--- src/rtl/wtne_pkg.sv ---
package wtne_pkg;

    // widths of the time fields
    localparam int unsigned HR_W    = 5;
    localparam int unsigned MN_W    = 6;
    localparam int unsigned WD_W    = 3;
    localparam int unsigned DAYS_W  = 7;
    localparam int unsigned SLOT_W  = 3;
    localparam int unsigned SEC_W   = 32;
    localparam int unsigned TOD_W   = 12;   // minute of day, up to 31*60+63
    localparam int unsigned DELTA_W = 16;   // signed minutes to an event
    localparam int unsigned KDAY_W  = 3;    // day offset 0..7
    localparam int unsigned CFG_IDX_W  = 3;
    localparam int unsigned CFG_DATA_W = 8;

    localparam logic [DELTA_W-1:0] DAY_MINUTES  = DELTA_W'(1440);
    localparam logic [WD_W-1:0]    DAYS_IN_WEEK = WD_W'(7);
    localparam logic [KDAY_W-1:0]  NO_DAY       = KDAY_W'(7);

    typedef enum logic {
        CMD_WRITE = 1'b0,
        CMD_QUERY = 1'b1
    } t_cmd;

    typedef enum logic [CFG_IDX_W-1:0] {
        CFG_ONCE_ENABLE = 3'd0,
        CFG_ONCE_ACTION = 3'd1,
        CFG_ONCE_HOUR   = 3'd2,
        CFG_ONCE_MINUTE = 3'd3
    } t_cfg_idx;

    typedef enum logic [2:0] {
        ST_IDLE,
        ST_ONCE,
        ST_SLOT,
        ST_SCALE,
        ST_RESULT
    } t_state;

    typedef struct packed {
        t_cmd              cmd;
        logic [SLOT_W-1:0] slot_id;
        logic [DAYS_W-1:0] week_mask;
        logic              slot_action;
        logic [HR_W-1:0]   slot_hour;
        logic [MN_W-1:0]   slot_minute;
        logic [WD_W-1:0]   now_weekday;
        logic [HR_W-1:0]   now_hour;
        logic [MN_W-1:0]   now_minute;
        logic [SEC_W-1:0]  now_seconds;
    } t_in_item;

    typedef struct packed {
        logic             found;
        logic [SEC_W-1:0] next_stamp;
        logic             next_action;
    } t_out_item;

    typedef struct packed {
        logic [CFG_IDX_W-1:0]  idx;
        logic [CFG_DATA_W-1:0] wdata;
    } t_cfg_item;

    // one stored weekly timer
    typedef struct packed {
        logic              valid;
        logic [DAYS_W-1:0] days;
        logic              act;
        logic [HR_W-1:0]   hr;
        logic [MN_W-1:0]   mn;
    } t_slot;

    // operands handed to the shared delta unit
    typedef struct packed {
        logic              is_once;
        logic [DAYS_W-1:0] days;
        logic [HR_W-1:0]   hr;
        logic [MN_W-1:0]   mn;
    } t_delta_req;

    // the query time held for the whole search
    typedef struct packed {
        logic [WD_W-1:0]  wd;
        logic [HR_W-1:0]  hr;
        logic [MN_W-1:0]  mn;
        logic [TOD_W-1:0] tod;
    } t_now;

    // hour*60 + minute by shift and subtract
    function automatic logic [TOD_W-1:0] hm_to_min(input logic [HR_W-1:0] hr,
                                                   input logic [MN_W-1:0] mn);
        logic [TOD_W-1:0] h;
        h = TOD_W'(hr);
        return (h << 6) - (h << 2) + TOD_W'(mn);
    endfunction

endpackage

--- src/rtl/wtne_if.sv ---
interface wtne_in_if import wtne_pkg::*; ();
    logic     valid;
    logic     ready;
    t_in_item data;

    modport source (output valid, output data, input ready);
    modport sink   (input valid, input data, output ready);
endinterface

interface wtne_out_if import wtne_pkg::*; ();
    logic      valid;
    logic      ready;
    t_out_item data;

    modport source (output valid, output data, input ready);
    modport sink   (input valid, input data, output ready);
endinterface

interface wtne_cfg_if import wtne_pkg::*; ();
    logic      valid;
    logic      ready;
    t_cfg_item data;

    modport source (output valid, output data, input ready);
    modport sink   (input valid, input data, output ready);
endinterface

--- src/rtl/wtne_slot_table.sv ---
module wtne_slot_table
    import wtne_pkg::*;
#(
    parameter int unsigned NUM_SLOTS = 6,
    localparam int unsigned IDX_W = (NUM_SLOTS > 1) ? $clog2(NUM_SLOTS) : 1
) (
    input  logic             i_clk,
    input  logic             i_rst_n,
    input  logic             i_wr_en,
    input  logic [IDX_W-1:0] i_wr_idx,
    input  t_slot            i_wr_entry,
    input  logic             i_clr_en,
    input  logic [IDX_W-1:0] i_clr_idx,
    input  logic             i_rd_en,
    input  logic [IDX_W-1:0] i_rd_idx,
    output t_slot            o_rd_entry
);

    logic [NUM_SLOTS-1:0] r_valid;
    t_slot                r_store [NUM_SLOTS];
    t_slot                r_rd;
    t_slot                w_rd_sel;

    // valid flags, cleared at reset
    always_ff @(posedge i_clk) begin
        if (!i_rst_n) begin
            r_valid <= '0;
        end else begin
            if (i_wr_en) begin
                r_valid[i_wr_idx] <= i_wr_entry.valid;
            end
            if (i_clr_en) begin
                r_valid[i_clr_idx] <= 1'b0;
            end
        end
    end

    // timer payload
    always_ff @(posedge i_clk) begin
        if (i_wr_en) begin
            r_store[i_wr_idx] <= i_wr_entry;
        end
    end

    // entry at the read address with its live valid flag
    always_comb begin
        w_rd_sel       = r_store[i_rd_idx];
        w_rd_sel.valid = r_valid[i_rd_idx];
    end

    // registered read port
    always_ff @(posedge i_clk) begin
        if (i_rd_en) begin
            r_rd <= w_rd_sel;
        end
    end

    assign o_rd_entry = r_rd;

endmodule

--- src/rtl/wtne_delta_unit.sv ---
module wtne_delta_unit
    import wtne_pkg::*;
(
    input  t_delta_req                 i_req,
    input  t_now                       i_now,
    output logic signed [DELTA_W-1:0]  o_delta
);

    logic [TOD_W-1:0]          w_tod;
    logic signed [DELTA_W-1:0] w_diff;
    logic signed [DELTA_W-1:0] w_once;
    logic signed [DELTA_W-1:0] w_week;
    logic                      w_passed;
    logic [DAYS_W-1:0]         w_rot;
    logic [WD_W:0]             w_pos [DAYS_W];
    logic [KDAY_W-1:0]         w_k;
    logic [DELTA_W-1:0]        w_kday;

    // minutes from now to the timer's time of day
    assign w_tod  = hm_to_min(i_req.hr, i_req.mn);
    assign w_diff = $signed(DELTA_W'(w_tod)) - $signed(DELTA_W'(i_now.tod));

    // daily timer wraps into the next day
    assign w_once = (w_diff < 0) ? w_diff + $signed(DAY_MINUTES) : w_diff;

    assign w_passed = (i_req.hr < i_now.hr) ||
                      ((i_req.hr == i_now.hr) && (i_req.mn < i_now.mn));

    // weekday mask rotated so bit 0 is today
    always_comb begin
        for (int off = 0; off < DAYS_W; off++) begin
            w_pos[off] = {1'b0, i_now.wd} + (WD_W+1)'(off);
            if (w_pos[off] >= {1'b0, DAYS_IN_WEEK}) begin
                w_pos[off] = w_pos[off] - {1'b0, DAYS_IN_WEEK};
            end
            w_rot[off] = i_req.days[w_pos[off][WD_W-1:0]];
        end
        w_rot[0] = w_rot[0] & ~w_passed;
    end

    // first day offset with the timer due
    always_comb begin
        w_k = NO_DAY;
        for (int off = DAYS_W - 1; off >= 0; off--) begin
            if (w_rot[off]) begin
                w_k = KDAY_W'(off);
            end
        end
    end

    assign w_kday  = DELTA_W'(w_k) * DAY_MINUTES;
    assign w_week  = $signed(w_kday) + w_diff;
    assign o_delta = i_req.is_once ? w_once : w_week;

endmodule

--- src/rtl/weekly_timer_next_event.sv ---
// channel  | dir | handshake        | payload
// ---------+-----+------------------+-----------------------------------------
// i_in     | in  | valid / ready    | cmd, slot write fields, query time
// o_res    | out | valid / ready    | found, next_stamp, next_action
// i_cfg    | in  | valid / ready    | idx (register number), wdata
//
// a slot write is taken when the item is accepted; a query holds the input through
// its steps: the daily timer, each slot in turn through the shared delta unit and
// compare, then scaling minutes to seconds and loading the result
// reset (synchronous, active low) clears the slot valid flags, the registers
// and the held action; no clearing pass is needed
// a stalled result holds the search in its last cycle until o_res is free;
// the config channel is always ready
module weekly_timer_next_event
    import wtne_pkg::*;
#(
    parameter int unsigned NUM_SLOTS = 6
) (
    input  logic        i_clk,
    input  logic        i_rst_n,
    wtne_in_if.sink     i_in,
    wtne_out_if.source  o_res,
    wtne_cfg_if.sink    i_cfg
);

    localparam int unsigned IDX_W = (NUM_SLOTS > 1) ? $clog2(NUM_SLOTS) : 1;
    localparam logic [IDX_W-1:0] LAST_IDX = IDX_W'(NUM_SLOTS - 1);

    // config registers
    logic              r_once_enable;
    logic              r_once_action;
    logic [HR_W-1:0]   r_once_hour;
    logic [MN_W-1:0]   r_once_minute;

    // sequencer and search state
    t_state                    r_state, n_state;
    logic [IDX_W-1:0]          r_idx, n_idx;
    logic                      r_have, n_have;
    logic signed [DELTA_W-1:0] r_best, n_best;
    logic                      r_act, n_act;
    logic                      r_held, n_held;
    logic [SEC_W-1:0]          r_prod;
    t_now                      r_now;
    logic [SEC_W-1:0]          r_sec;
    logic                      r_out_valid, n_out_valid;
    t_out_item                 r_out, n_out;

    logic                      w_in_acc;
    logic                      w_wr_en;
    logic [4:0]                w_id_m1;
    t_slot                     w_wr_entry;
    logic                      w_clr_en;
    logic                      w_rd_en;
    logic [IDX_W-1:0]          w_rd_idx;
    t_slot                     w_entry;
    t_delta_req                w_req;
    logic signed [DELTA_W-1:0] w_delta;
    logic [SEC_W-1:0]          w_best_ext;
    logic                      w_last;
    logic                      w_out_free;

    assign i_in.ready  = (r_state == ST_IDLE);
    assign i_cfg.ready = 1'b1;
    assign w_in_acc    = i_in.valid && i_in.ready;
    assign w_last      = (r_idx == LAST_IDX);
    assign w_out_free  = !r_out_valid || o_res.ready;

    // config writes
    always_ff @(posedge i_clk) begin
        if (!i_rst_n) begin
            r_once_enable <= 1'b0;
            r_once_action <= 1'b0;
            r_once_hour   <= '0;
            r_once_minute <= '0;
        end else if (i_cfg.valid) begin
            unique case (i_cfg.data.idx)
                CFG_ONCE_ENABLE: r_once_enable <= i_cfg.data.wdata[0];
                CFG_ONCE_ACTION: r_once_action <= i_cfg.data.wdata[0];
                CFG_ONCE_HOUR:   r_once_hour   <= i_cfg.data.wdata[HR_W-1:0];
                CFG_ONCE_MINUTE: r_once_minute <= i_cfg.data.wdata[MN_W-1:0];
                default: ;
            endcase
        end
    end

    // slot write decode, one-based id
    assign w_id_m1 = {2'b00, i_in.data.slot_id} - 5'd1;
    assign w_wr_en = w_in_acc && (i_in.data.cmd == CMD_WRITE) &&
                     (i_in.data.slot_id != '0) &&
                     ({2'b00, i_in.data.slot_id} <= 5'(NUM_SLOTS));

    always_comb begin
        w_wr_entry.valid = (i_in.data.week_mask != '0);
        w_wr_entry.days  = i_in.data.week_mask;
        w_wr_entry.act   = i_in.data.slot_action;
        w_wr_entry.hr    = i_in.data.slot_hour;
        w_wr_entry.mn    = i_in.data.slot_minute;
    end

    // slot reads run one ahead of the compare
    assign w_rd_en  = (r_state == ST_ONCE) || ((r_state == ST_SLOT) && !w_last);
    assign w_rd_idx = (r_state == ST_ONCE) ? r_idx : r_idx + IDX_W'(1);

    // a valid entry with no days left drops out
    assign w_clr_en = (r_state == ST_SLOT) && w_entry.valid && (w_entry.days == '0);

    wtne_slot_table #(
        .NUM_SLOTS (NUM_SLOTS)
    ) u_table (
        .i_clk      (i_clk),
        .i_rst_n    (i_rst_n),
        .i_wr_en    (w_wr_en),
        .i_wr_idx   (IDX_W'(w_id_m1)),
        .i_wr_entry (w_wr_entry),
        .i_clr_en   (w_clr_en),
        .i_clr_idx  (r_idx),
        .i_rd_en    (w_rd_en),
        .i_rd_idx   (w_rd_idx),
        .o_rd_entry (w_entry)
    );

    // operands for the shared delta unit
    always_comb begin
        if (r_state == ST_ONCE) begin
            w_req.is_once = 1'b1;
            w_req.days    = '0;
            w_req.hr      = r_once_hour;
            w_req.mn      = r_once_minute;
        end else begin
            w_req.is_once = 1'b0;
            w_req.days    = w_entry.days;
            w_req.hr      = w_entry.hr;
            w_req.mn      = w_entry.mn;
        end
    end

    wtne_delta_unit u_delta (
        .i_req   (w_req),
        .i_now   (r_now),
        .o_delta (w_delta)
    );

    assign w_best_ext = {{(SEC_W-DELTA_W){r_best[DELTA_W-1]}}, r_best};

    // sequencer
    always_comb begin
        n_state     = r_state;
        n_idx       = r_idx;
        n_have      = r_have;
        n_best      = r_best;
        n_act       = r_act;
        n_held      = r_held;
        n_out_valid = r_out_valid;
        n_out       = r_out;

        if (r_out_valid && o_res.ready) begin
            n_out_valid = 1'b0;
        end

        unique case (r_state)
            ST_IDLE: begin
                if (w_in_acc && (i_in.data.cmd == CMD_QUERY)) begin
                    n_idx   = '0;
                    n_state = ST_ONCE;
                end
            end
            ST_ONCE: begin
                n_have  = r_once_enable;
                n_best  = w_delta;
                n_act   = r_once_action;
                n_state = ST_SLOT;
            end
            ST_SLOT: begin
                if (w_entry.valid && (w_entry.days != '0) &&
                    (!r_have || (w_delta < r_best))) begin
                    n_have = 1'b1;
                    n_best = w_delta;
                    n_act  = w_entry.act;
                end
                if (w_last) begin
                    n_state = ST_SCALE;
                end else begin
                    n_idx = r_idx + IDX_W'(1);
                end
            end
            ST_SCALE: begin
                n_state = ST_RESULT;
            end
            ST_RESULT: begin
                if (w_out_free) begin
                    n_out_valid = 1'b1;
                    n_out.found = r_have;
                    if (r_have) begin
                        n_out.next_stamp  = r_sec + r_prod;
                        n_out.next_action = r_act;
                        n_held            = r_act;
                    end else begin
                        n_out.next_stamp  = '0;
                        n_out.next_action = r_held;
                    end
                    n_state = ST_IDLE;
                end
            end
            default: n_state = ST_IDLE;
        endcase
    end

    // control state
    always_ff @(posedge i_clk) begin
        if (!i_rst_n) begin
            r_state     <= ST_IDLE;
            r_idx       <= '0;
            r_have      <= 1'b0;
            r_held      <= 1'b0;
            r_out_valid <= 1'b0;
        end else begin
            r_state     <= n_state;
            r_idx       <= n_idx;
            r_have      <= n_have;
            r_held      <= n_held;
            r_out_valid <= n_out_valid;
        end
    end

    // search payload
    always_ff @(posedge i_clk) begin
        r_best <= n_best;
        r_act  <= n_act;
        r_out  <= n_out;
        r_prod <= (w_best_ext << 6) - (w_best_ext << 2);
        if (w_in_acc) begin
            r_now.wd  <= (i_in.data.now_weekday >= DAYS_IN_WEEK) ? '0
                                                                 : i_in.data.now_weekday;
            r_now.hr  <= i_in.data.now_hour;
            r_now.mn  <= i_in.data.now_minute;
            r_now.tod <= hm_to_min(i_in.data.now_hour, i_in.data.now_minute);
            r_sec     <= i_in.data.now_seconds;
        end
    end

    assign o_res.valid = r_out_valid;
    assign o_res.data  = r_out;

endmodule

--- src/flat_wrapper.sv ---
// flat-port wrapper written by rule: the top's interface ports become plain ports
module weekly_timer_next_event_flat import wtne_pkg::*;
#(
    parameter int unsigned NUM_SLOTS = 6
)
  (i_clk, i_rst_n, i_in_valid, i_in_data, i_in_ready, o_res_valid, o_res_data, o_res_ready, i_cfg_valid, i_cfg_data, i_cfg_ready);
  wtne_in_if i_in_i ();
  wtne_out_if o_res_i ();
  wtne_cfg_if i_cfg_i ();
  input  logic i_clk;
  input  logic i_rst_n;
  input wire logic [$bits(i_in_i.valid)-1:0] i_in_valid;
  input wire logic [$bits(i_in_i.data)-1:0] i_in_data;
  output wire logic [$bits(i_in_i.ready)-1:0] i_in_ready;
  output wire logic [$bits(o_res_i.valid)-1:0] o_res_valid;
  output wire logic [$bits(o_res_i.data)-1:0] o_res_data;
  input wire logic [$bits(o_res_i.ready)-1:0] o_res_ready;
  input wire logic [$bits(i_cfg_i.valid)-1:0] i_cfg_valid;
  input wire logic [$bits(i_cfg_i.data)-1:0] i_cfg_data;
  output wire logic [$bits(i_cfg_i.ready)-1:0] i_cfg_ready;
  assign i_in_i.valid = i_in_valid;
  assign i_in_i.data = i_in_data;
  assign i_in_ready = i_in_i.ready;
  assign o_res_valid = o_res_i.valid;
  assign o_res_data = o_res_i.data;
  assign o_res_i.ready = o_res_ready;
  assign i_cfg_i.valid = i_cfg_valid;
  assign i_cfg_i.data = i_cfg_data;
  assign i_cfg_ready = i_cfg_i.ready;
  weekly_timer_next_event #(.NUM_SLOTS(NUM_SLOTS)) u_core (.i_clk(i_clk), .i_rst_n(i_rst_n), .i_in(i_in_i), .o_res(o_res_i), .i_cfg(i_cfg_i));
endmodule
--- config.mk ---
export PLATFORM = sky130hd
export DESIGN_NAME = weekly_timer_next_event_flat
export DESIGN_NICKNAME = d
export VERILOG_FILES = /design/src/rtl/wtne_pkg.sv /design/src/rtl/wtne_if.sv /design/src/rtl/wtne_slot_table.sv /design/src/rtl/wtne_delta_unit.sv /design/src/rtl/weekly_timer_next_event.sv /design/src/flat_wrapper.sv
export SDC_FILE = /design/constraint.sdc
export NUM_CORES = 1
export LEC_CHECK = 0
export CORE_MARGIN = 3
export CORE_UTILIZATION = 55
export DETAILED_ROUTE_END_ITERATION = 10
export DONT_BUFFER_PORTS = 1
export PLACE_DENSITY = 0.7
export REMOVE_ABC_BUFFERS = 1
export SYNTH_ARGS = -nofsm -noshare
export SYNTH_HDL_FRONTEND = slang
export SYNTH_SLANG_ARGS = --single-unit
--- constraint.sdc ---
create_clock -name i_clk -period 14.21 [get_ports i_clk]
set_input_delay 2.842 -clock i_clk [delete_from_list [all_inputs] [get_ports i_clk]]
set_output_delay 2.842 -clock i_clk [all_outputs]
set_load 0.01 [all_outputs]
## Word level (Yosys, flattened, before mapping)

Memories as Yosys holds them, arrays and structs flattened. A register that Yosys moved wholly into a read port is not among the register bits.
Index checks and enable logic that the tools add are counted.

| word-level totals | value |
|---|---|
| input bits | 85 |
| RAM bits | 120 |
| output and inout bits | 37 |
| register bits after elaboration | 170 |
| memories kept | 1 |
| bits in latches | 0 |
| bits in read-only memories | 0 |

| cells by class | value |
|---|---|
| multipliers | 1 |
| magnitude comparators | 25 |
| shift operators | 0 |
| reductions and logical operators | 38 |
| eq/ne operators | 14 |
| divide/modulo/power cells | 0 |
| add/subtract/negate cells | 24 |
| bitwise operators | 5 |
| mux-type cells | 61 |

Memories:

| name | words | bits a word | read ports | clocked after memory_dff | write ports | line | RTL |
|---|---|---|---|---|---|---|---|
| u_core.u_table.r_store | 6 | 20 | 1 | 1 | 1 | wtne_slot_table.sv:20 | `t_slot r_store [NUM_SLOTS];` |

Operators with widths:

| operator | number |
|---|---|
| 2-to-1 mux 3 bit | 19 |
| 2-to-1 mux 16 bit | 3 |
| less-than comparator 3 x 4 -> 1 bit, second input constant | 10 |
| adder 32 bit | 1 |
| one-hot mux 16 bit (2 select lines) | 1 |
| adder 12 x 6 -> 12 bit | 2 |
| binary-select mux 1 bit (select 3 bit) | 8 |
| greater-or-equal comparator 4 x 3 -> 1 bit, second input constant | 6 |
| subtractor 11 x 7 -> 12 bit | 2 |
| subtractor 22 x 18 -> 23 bit | 1 |
| subtractor 3 bit, second input constant | 7 |
| 2-to-1 mux 1 bit | 19 |
| 2-to-1 mux 19 bit | 1 |
| 2-to-1 mux 6 bit | 3 |
| adder 15 x 13 -> 16 bit | 1 |
| less-than comparator 16 bit | 1 |
| one-hot mux 3 bit (5 select lines) | 1 |
| adder 13 x 12 -> 14 bit, second input constant | 1 |
| logical AND 1 bit | 14 |
| nonzero test 7 bit | 2 |
| less-than comparator 13 x 1 -> 1 bit, second input constant | 1 |
| subtractor 12 x 12 -> 13 bit | 1 |
| adder 3 x 3 -> 4 bit, second input constant | 3 |
| equality test 3 x 2 -> 1 bit, second input constant | 4 |
| 31 further kinds | 56 |

## Longest topological paths before layout

Gate-level depths: netlist of run 1.

| logic depth | value |
|---|---|
| depth in word-level cells | 20 |
| mapped depth | 35 |
| depth with buffers taken out | 31 |

## Cells and area by module

From an unflattened synthesis of run 1, not the netlist that was laid out.

| unflattened totals | value |
|---|---|
| cells, all modules | 1461 |
| area, all modules | 16684.8 µm² |

By module, submodules not included:

| module | instances | area each (µm²) | cells each |
|---|---|---|---|
| weekly_timer_next_event | 1 | 8125.3 | 775 |
| wtne_slot_table | 1 | 5341.4 | 237 |
| wtne_delta_unit | 1 | 3218.1 | 449 |

## Worst setup path after synthesis of run 1

Ideal clock, no wire load.

| path | value |
|---|---|
| path type | input-to-reg |
| start point | input port i_in_valid |
| end point | register u_core.u_table.r_valid[3] |
| slack | 2.848 ns |
| library setup time | 0.117 ns |
| data arrival time | 11.245 ns |
| stages | 6 |
| buffers on the path | 0 |
| required time | 14.093 ns |
| path through | nor4b_1 and3b_1 nand2_1 nor3_1 mux2i_1 nor2_1 |

| on the way | value |
|---|---|
| word-level cells in the longest chain between the ends | 8 |

RTL lines:

| item | line | RTL |
|---|---|---|
| start, declared | flat_wrapper.sv:12 | `input wire logic [$bits(i_in_i.valid)-1:0] i_in_valid;` |
| logical AND 1 bit * | weekly_timer_next_event.sv:64 | `assign w_in_acc = i_in.valid && i_in.ready;` |
| logical AND 1 bit * (2 in series) | weekly_timer_next_event.sv:88 | `assign w_wr_en = w_in_acc && (i_in.data.cmd == CMD_WRITE) &&` |
| logical AND 1 bit * | weekly_timer_next_event.sv:89 | `(i_in.data.slot_id != '0) &&` |
| 2-to-1 mux 6 bit * | wtne_slot_table.sv:29 | `if (i_wr_en) begin` |
| 2-to-1 mux 6 bit * | wtne_slot_table.sv:26 | `if (!i_rst_n) begin` |
| bitwise AND 6 bit (no line) | -- |  |
| 2-to-1 mux 6 bit * | wtne_slot_table.sv:32 | `if (i_clr_en) begin` |
| end signal, assigned by index | wtne_slot_table.sv:30 | `r_valid[i_wr_idx] <= i_wr_entry.valid;` |
| end, declared | wtne_slot_table.sv:19 | `logic [NUM_SLOTS-1:0] r_valid;` |

Every way passes the cells marked *; elsewhere a longest branch is shown, timed or not. The select of a mux whose other input is x is not followed.
A chain may end at the register's enable or synchronous reset.

## Worst setup path in the final report of run 1

| path | value |
|---|---|
| start point | register u_core.r_state[0] |
| end point | register u_core.r_best[3], enable pin |

| on the way | value |
|---|---|
| word-level cells in the longest chain between the ends | 19 |
| elaborated cells between the ends (all ways) | 46 |

RTL lines:

| item | line | RTL |
|---|---|---|
| start, declared | weekly_timer_next_event.sv:36 | `t_state r_state, n_state;` |
| start signal, assigned | weekly_timer_next_event.sv:217 | `r_state <= n_state;` |
| equality test 3 x 1 -> 1 bit | weekly_timer_next_event.sv:124, weekly_timer_next_event.sv:160 |  |
| 2-to-1 mux 19 bit | weekly_timer_next_event.sv:124 | `if (r_state == ST_ONCE) begin` |
| binary-select mux 1 bit (select 3 bit) | wtne_delta_unit.sv:36 | `w_rot[off] = i_req.days[w_pos[off][WD_W-1:0]];` |
| 2-to-1 mux 1 bit (implied by the code) | wtne_delta_unit.sv:36 |  |
| 2-to-1 mux 1 bit | wtne_delta_unit.sv:45 | `if (w_rot[off]) begin` |
| 2-to-1 mux 3 bit (6 in series) | wtne_delta_unit.sv:45 |  |
| multiplier 3 x 6 -> 9 bit | wtne_delta_unit.sv:51 | `assign w_kday = DELTA_W'(w_k) * DAY_MINUTES;` |
| adder 15 x 13 -> 16 bit | wtne_delta_unit.sv:52 | `assign w_week = $signed(w_kday) + w_diff;` |
| 2-to-1 mux 16 bit | wtne_delta_unit.sv:53 | `assign o_delta = i_req.is_once ? w_once : w_week;` |
| less-than comparator 16 bit | weekly_timer_next_event.sv:175 | `(!r_have \|\| (w_delta < r_best))) begin` |
| logical OR 1 bit | weekly_timer_next_event.sv:175 |  |
| logical AND 1 bit | weekly_timer_next_event.sv:174 | `if (w_entry.valid && (w_entry.days != '0) &&` |
| inequality test 2 bit (no line) | -- |  |
| AND reduction 2 bit (no line) * | -- |  |
| end signal, assigned | weekly_timer_next_event.sv:227 | `r_best <= n_best;` |
| end, declared | weekly_timer_next_event.sv:39 | `logic signed [DELTA_W-1:0] r_best, n_best;` |

Marked as above.

==> results of run 1 <==
[metal layers]
layer  vias to the layer above  track usage [%]  part of all wire [%]
met4                         0             5.74                   2.6
met3                        52             4.86                   5.9
met2                       220             36.0                    50
met1                      4774             24.0                    42
li1                       5013                -                     -
met5                         -                0                     0
[worst max-delay path by stage]
stage	slack, ps	end	from	depth (start not counted)
5_1_grt	4920	u_core.r_best[7]	u_core.r_state[0]	31
2_1_floorplan	2850	u_core.u_table.r_valid[3]	i_in_valid	6
3_5_place_dp	5310	u_core.r_best[0]	u_core.r_state[0]	31
4_1_cts	5280	u_core.r_best[2]	u_core.r_state[0]	31
3_3_place_gp	5420	u_core.r_best[0]	u_core.r_state[0]	31
6_report	5240	u_core.r_best[3]	u_core.r_state[0]	31
[cells in the mapped netlist (all sizes together) (16+ instances only)]
| library cell | number | share of area (%) |
|---|---|---|
| mux4 | 25 | 3.5 |
| edfxtp | 241 | 45 |
| o21a | 22 | 1.0 |
| nor2b | 28 | 1.1 |
| dfxtp | 49 | 6.2 |
| a21oi | 54 | 1.7 |
| xnor2 | 49 | 2.7 |
| xor2 | 22 | 1.2 |
| nor2 | 79 | 1.9 |
| a21o | 39 | 1.8 |
| mux2i | 68 | 4.3 |
| clkbuf | 33 | 0.78 |
| o21ai | 83 | 2.6 |
| nand3 | 17 | 0.53 |
| nand2 | 98 | 2.3 |
| nand2b | 16 | 0.63 |
| ha | 126 | 9.9 |
| inv | 85 | 2.0 |
| nor3 | 30 | 0.94 |
[per-stage QoR]
stage	total power (W)	instances	utilization, %	hold slack, ps	instance area (um2)
after floorplan	0.00255	1308	-	414	15700
after global placement	0.00282	1700	58.1	448	16400
after CTS	0.00369	1757	61.8	467	17400
final	0.00366	1757	61.8	465	17400
after global routing	0.00399	1757	61.8	494	17400
after detailed placement	0.00287	1700	58.1	459	16400
[power breakdown]
| part | internal, W | switching [W] | total (W) |
|---|---|---|---|
| Clock | 0.000480 | 0.000326 | 0.000806 |
| Sequential | 0.00106 | 0.0000469 | 0.00110 |
| Combinational | 0.000793 | 0.000957 | 0.00175 |
[final cells by class]
type	count	share of cell area, %
Timing Repair Buffer	14	0.604
Multi-Input combinational cell	933	41.7
Inverter	85	1.83
Clock buffer	38	4.67
Tap cell	378	2.72
Sequential cell	290	47.2
Clock inverter	19	1.26
[flip-flops by register name, summed over array words and instances (netlist names)]
name and count:
u_core.r_sec 32, u_core.u_table.r_valid 6, u_core.u_table.r_store 114, u_core.r_held 1
u_core.u_table.o_rd_entry 20, u_core.r_once_enable 1, u_core.o_res.data 34, u_core.r_now 24
u_core.r_prod 21, u_core.r_idx 3, u_core.r_state 3, u_core.r_best 16
u_core.r_once_minute 6, u_core.o_res.valid 1, u_core.r_have 1, u_core.r_once_hour 5
u_core.r_once_action 1, u_core.r_act 1
[logic make-up (layout without fill, tap and decap cells)]
logic type	after synthesis	after routing	share of synthesized area, %
AND/OR/NAND/NOR	348	348	11.1
buffers and inverters	127	156	3.11
other	1	1	0.0236
AO/OA/AOI/OAI	284	284	11.5
multiplexers	98	98	8.19
XOR/XNOR	71	71	3.91
flip-flops	290	290	51.7
adder cells (fa/ha/maj)	131	131	10.5
[worst min-delay path, stage by stage, from the launching register on]
cell,delay [ps]
dfxtp_1,300
nand2_1,50
a21boi_0,60
==> results.md, run 1 <==
- The mean cell area of the mapped netlist is 11.8 um2.
- The repair_antennas step left the layout with diodes totalling 0.
- The number of nets in the final layout is 1571.
- Dividing the detail-routed wire length by the instance count gives 17.7 um.
- In this run, post-CTS repair resized a total of 0 instances.
- In this run the worst path has a maximum fanout of 26.
- The die footprint is 0.0310 mm2.
- The worst register-to-register path begins at u_core.r_state[0].
- The critical path class is flip-flop to flip-flop.
- Yosys mapped a number of flops with a built-in enable equal to 241.
- The endpoint identified for the worst register-to-register timing path is u_core.r_best[3].
- Setup slack on the critical path of the routed design comes to 5240 ps.
- The vias per cell is 5.73.
- The worst hold path belongs to the class flip-flop to flip-flop.
- The vertical die dimension is 176 um.
- The worst hold path begins at u_core.r_held.
- The required time at the endpoint of the critical path is 14460 ps.
- The number of global-route vias before repair is 10200.
- Of the available clock period, the critical path in the final layout requires 63.1%.
- In this run the tightest slew margin relative to its limit is 33.3%.
- Fill cells in the final layout number 2175.
- Yosys printed 0 warnings.
- In this run, the number of DRC markers left after iteration 0 of detailed routing was 550.
- The first global-routing pass estimated 50.7 mm of wire.
- The flow ran to the end, and the final reports show no timing, DRC or antenna violations.
- The top achievable clock speed is 112 MHz.
- Summing every instance area after synthesis gives 0.0159 mm2.
- The number of clock sinks is 290.
- The cell type of the slowest stage on the worst timing path is a2111oi_0.
- In the layout the commonest cells are 241 x edfxtp_1, 126 x ha_1, 98 x nand2_1.
- The total core area is 0.0282 mm2.
- The power per cell area is 210 mW/mm2.
- The final clock skew is 18.1 ps.
- After synthesis the netlist holds a flip-flop and latch count of 290.
- The area overhead of the layout relative to synthesis is 9.41%.
- The number of instances on the worst hold path is 2.
- The clock root buffer master is clkbuf_16.
- The endpoint class of the critical path is a flip-flop.
- In the global route stage, overall resource usage came out at 20.1%.
- The fraction of synthesis flops using an asynchronous set or reset pin is 0%.
- The hold-critical path endpoint is u_core.r_held.
- Timing analysis after detailed placement gives a worst setup slack of 5310 ps.
- The half-perimeter wire length of the detailed placement result is 22.0 mm.
- The buffer and inverter count on the worst path is 2.
- Post-CTS timing repair inserted 0 buffers for setup.
- The sequential share of the synthesized area is 51.7%.
- For this block, the routed nets add up to 31.1 mm of wire.
- The number of placement rows is 61.
- The most numerous cell type found on the critical path is a21o_1.
- The residual overflow from global routing is 0.
- The final setup violation count is 0.
- Counting I/O delays and the setup requirement, the final critical path takes 8970 ps.
- The fraction of final layout cells sized beyond drive strength 1 is 8.34%.
- The clock-pin transition on the worst setup and hold timing paths is 60 ps.
- From left edge to right edge, the die measures 176 um.
- The number of DRC violations after detailed routing is 0.
- The most common library cell in the layout ignoring fill and taps is edfxtp_1.
- The clock network latency to the later pin of the worst-skew pair is 580 ps.
- STA classifies the critical path startpoint as a flip-flop.
- The slack of the worst reg-to-reg path is 5240 ps.
- The count of nets left with antenna violations once routing finished came out at 0.
- In the final layout, flip-flops and latches occupy 0.00822 mm2.
- For the final routed database, the setup TNS stands at 0 ps.
- The leakage power of the design is 6.85 nW.
- Synthesis handed over a netlist of 1350 instances.
- The count of H-tree levels built during CTS is 1.
- Measured in cells, the most critical reg-to-reg path has a length of 31.
- The synthesized netlist contains 77 unique library cells.
- The first-pass iteration count of the detailed router is 5.
- The effective utilization at floorplan is 56.5%.
- The count of final hold-check violations is 0.
- The global placer's final weighted congestion is 0.879.
- Buffers inserted to repair hold after CTS numbered 0.
- The peak supply drop is 0.153 mV.
- The pin count of the biggest net entering global routing is 57.
- The worst path arrival time is 9220 ps.
- The TritonCTS clock tree is done.
- The gate family responsible for the most delay along the worst path is compound AO/OA/AOI/OAI gates.
- The multi-input combinational cells in the finished layout cover a total of 0.00726 mm2.
- The total number of vias is 10100.
- For the pin with the worst max-slew slack, the measured transition is 998 ps.
- The max-slew violation count is 0.
- The initial antenna violation count came to 0.
- The number of clock buffers added by TritonCTS is 31.
- Across the run, the number of max-cap violations was 0.
- Setup repair after global routing left no endpoint under its margin.
- During placement, the flow inserted port buffers numbering 0.
- For this run, the leading register cell type out of synthesis is edfxtp_1.
- The number of primary I/O pins is 122.
- Counting along the longest clock path gives a buffer depth of 3.
- The largest single stage delay on the critical path is 820 ps.
Power figures use the tool's default switching activity.
==> inputs of run 2 (changes only) <==
Settings changed: ABC_AREA from default to 1, PLACE_DENSITY 0.7 to 0.73.
Clock period 14.21 ns to 8.1 ns, I/O delays scaled along.
==> results.md, run 2 <==
- The flow ran to the end, and the final reports show no timing, DRC or antenna violations.
- For this block, the initial DRC count from the detailed router was 639.
- The number of global-route vias before repair is 12100.
- The pin count of the biggest net entering global routing is 59.
- The clock-pin transition on the worst setup and hold timing paths is 70 ps.
- For the worst setup path, the data required time is 8350 ps.
- The max-slew violation count was 0.
- The die is 180 um tall.
- The sum of negative setup slack is 0 ps.
- The die covers 0.0323 mm2.
- After detailed routing, the average wire length per cell comes to 16.4 um.
- In the layout the commonest cells are 341 x nand2_1, 241 x edfxtp_1, 216 x inv_1.
- The total number of vias is 12300.
- The largest buffer count on any clock path is 3.
- Global routing consumed, over all layers together, 21.7% of the routing resources.
- The first global-routing pass estimated 58.6 mm of wire.
- The tightest min-delay check is of the flip-flop to flip-flop type.
- The final clock skew is 20.4 ps.
- The share of the synthesized area in the top cell type is 43.6%.
- For this run, design rule violations remaining after detail routing come to 0.
- In this run the post-CTS setup repair buffer count came out at 0.
- The final setup violation count is 0.
- The count of H-tree levels built during CTS is 1.
- At the pin with the least slew margin, the transition time is 1030 ps.
- The most common library cell in the layout ignoring fill and taps is nand2_1.
- For this block, the routed nets add up to 35.9 mm of wire.
- The cell that appears most often on the critical path is nand2_1.
- 0 antenna diodes ended up in the layout.
- Before antenna repair, the detailed router went through 7 iterations.
- The count of buffers from port buffering is 0.
- After synthesis, the most frequently instantiated cells are 341 x nand2_1, 241 x edfxtp_1, 217 x inv_1.
- The count of mapped cells out of synthesis is 1768.
- Dividing the synthesized area by the synthesized cell count gives 9.38 um2.
- The post-synthesis sequential element count is 290.
- The initial antenna violation count is 1.
- The number of placement rows is 62.
- The Yosys step of the flow raised 0 warnings.
- The area overhead of the layout relative to synthesis is 8.80%.
- The most common cell in the netlist is nand2_1.
- The number of CTS-inserted buffers is 31.
- The fraction of synthesis flops using an asynchronous set or reset pin is 0%.
- Subtracting the final worst setup slack from the clock period gives 7270 ps.
- The worst max-slew margin expressed relative to the limit is 31.4%.
- The HPWL after detailed placement is 25.9 mm.
- After floorplanning, the core was sized to cover 0.0292 mm2.
- The number of hold buffers added after cts is 0.
- Routability-driven placement finished with a final weighted congestion of 0.897.
- The vias per cell is 5.60.
- STA classifies the critical path startpoint as a flip-flop.
- Setup repair after global routing left no endpoint under its margin.
- The number of max-cap violations is 0.
- Based on the critical path, the design can be clocked at up to 138 MHz.
- The effective utilization at floorplan is 56.8%.
- The biggest area consumer among synthesized cells is edfxtp_1.
- In the synthesized netlist the dominant register cell turns out to be edfxtp_1.
- The register with the most flip-flops in the layout has 114 of them.
- The count of distinct cell types in the synthesized netlist is 69.
- STA classifies the critical path endpoint as a flip-flop.
- The floorplan step set the die width to 180 um.
- Sorting the synthesized cells by area gives the leading types as edfxtp_1 44%, ha_1 9.5%, nand2_1 7.7%, dfxtp_1 5.9%, inv_1 4.9%.
- STA puts the critical path data arrival time at 7520 ps.
- The count of final hold-check violations was 0.
- Summed over all layers, the global routing overflow is 0.
- The number of primary I/O pins is 122.
- The later pin in the worst-skew pair is clocked with a latency of 580 ps.
- Sequential cells were found to cover 49.6% of the synthesized design area.
- The remaining antenna violation count after routing is 0.
- The number of clock sinks is 290.
- The top register by number of flip-flops is u_core.u_table.r_store.
- In this run, post-CTS repair resized a total of 0 instances.
- The number of enable-type register cells in the synthesized netlist is 241.
- The delay of the slowest critical-path stage is 470 ps.
- The worst setup path is of the flip-flop to flip-flop kind.
- The cell area that synthesis handed to floorplanning was 0.0166 mm2.
- The largest individual stage delay along the critical path comes from the cell o21ai_0.
- Of all nets on the critical path, the largest fanout is 18.
- The TritonCTS clock tree is done.
- The number of nets in the final layout is 1997.
- The fraction of the cycle the final worst path needs is 89.8%.
- In the final layout, the share of cells above drive strength 1 is 7.14%.
- The clock root buffer master is clkbuf_16.
[run 2: cell count changes after synthesis, sizes merged, moves of 28 or more]
cell   delta
nand3    +69
nor2     +64
xnor2    -30
o21ai    +37
nor2b    -28
mux2i    -68
nand2   +259
inv     +139
a21oi   +105
a21o     -30
[run 2: routing by layer]
metal  vias to the layer above  global-route usage [%]  wire, um
li1                       6153                       -         -
met1                      5713                    26.0     15100
met2                       306                    39.0     17700
met3                        82                    4.02      1860
met4                         2                    7.83      1260
met5                         -                       0        13
[run 2: worst max-delay path, delay by kind of cell, from the launching register on]
| family | cells | cell delay, ps |
|---|---|---|
| buf+inv | 5 | 500 |
| fa+ha+maj | 7 | 2210 |
| flops | 1 | 400 |
| xor+xnor | 1 | 200 |
| compound gates | 11 | 2580 |
| simple gates | 11 | 1060 |
[run 2: final cells by class]
cell class / count / area, um2
clock buffer: 39 / 836
clock inverter: 19 / 198
fill: 2405 / 11100
inverter: 224 / 841
multi-input combinational: 1219 / 7350
sequential: 290 / 8220
tap: 384 / 480
timing repair buffer: 15 / 113
[run 2: cells by family (layout without fill, tap and decap cells)]
| kind of cell | Yosys count | in the layout | synth area share [%] |
|---|---|---|---|
| other | 1 | 1 | 0.0226 |
| buffers and inverters | 259 | 297 | 6.15 |
| AOI/OAI and AO/OA | 389 | 389 | 13.9 |
| DFF | 290 | 290 | 49.6 |
| and+or+nand+nor | 643 | 643 | 16.8 |
| xor gates and xnor gates | 55 | 55 | 3.43 |
| adders and majority gates | 131 | 131 | 10.1 |
[run 2: worst paths after layout]
kind,end,startpoint,depth (start not counted),slack [ps]
worst max-delay path,u_core.r_best[3],u_core.r_state[1],35,830
worst min-delay path,u_core.r_once_minute[3],u_core.r_once_minute[3],2,450
worst max register to register,u_core.r_best[3],u_core.r_state[1],35,830
worst min register to register,u_core.r_once_minute[3],u_core.r_once_minute[3],2,450
[run 2: per-stage QoR]
stage          cells  setup WS, ps  hold WS (ps)  utilization, %  area, um2
2_1_floorplan   1733          1600           423               -      16400
3_3_place_gp    2132          1120           432            58.3      17000
3_5_place_dp    2132           962           438            58.3      17000
4_1_cts         2190           926           448            61.8      18000
5_1_grt         2190           155           471            61.8      18000
6_report        2190           830           445            61.8      18000
Power of run 2 is left out: the tool's default activity adds up to more than one toggle a clock period on the data nets, which glitch-free logic cannot reach.
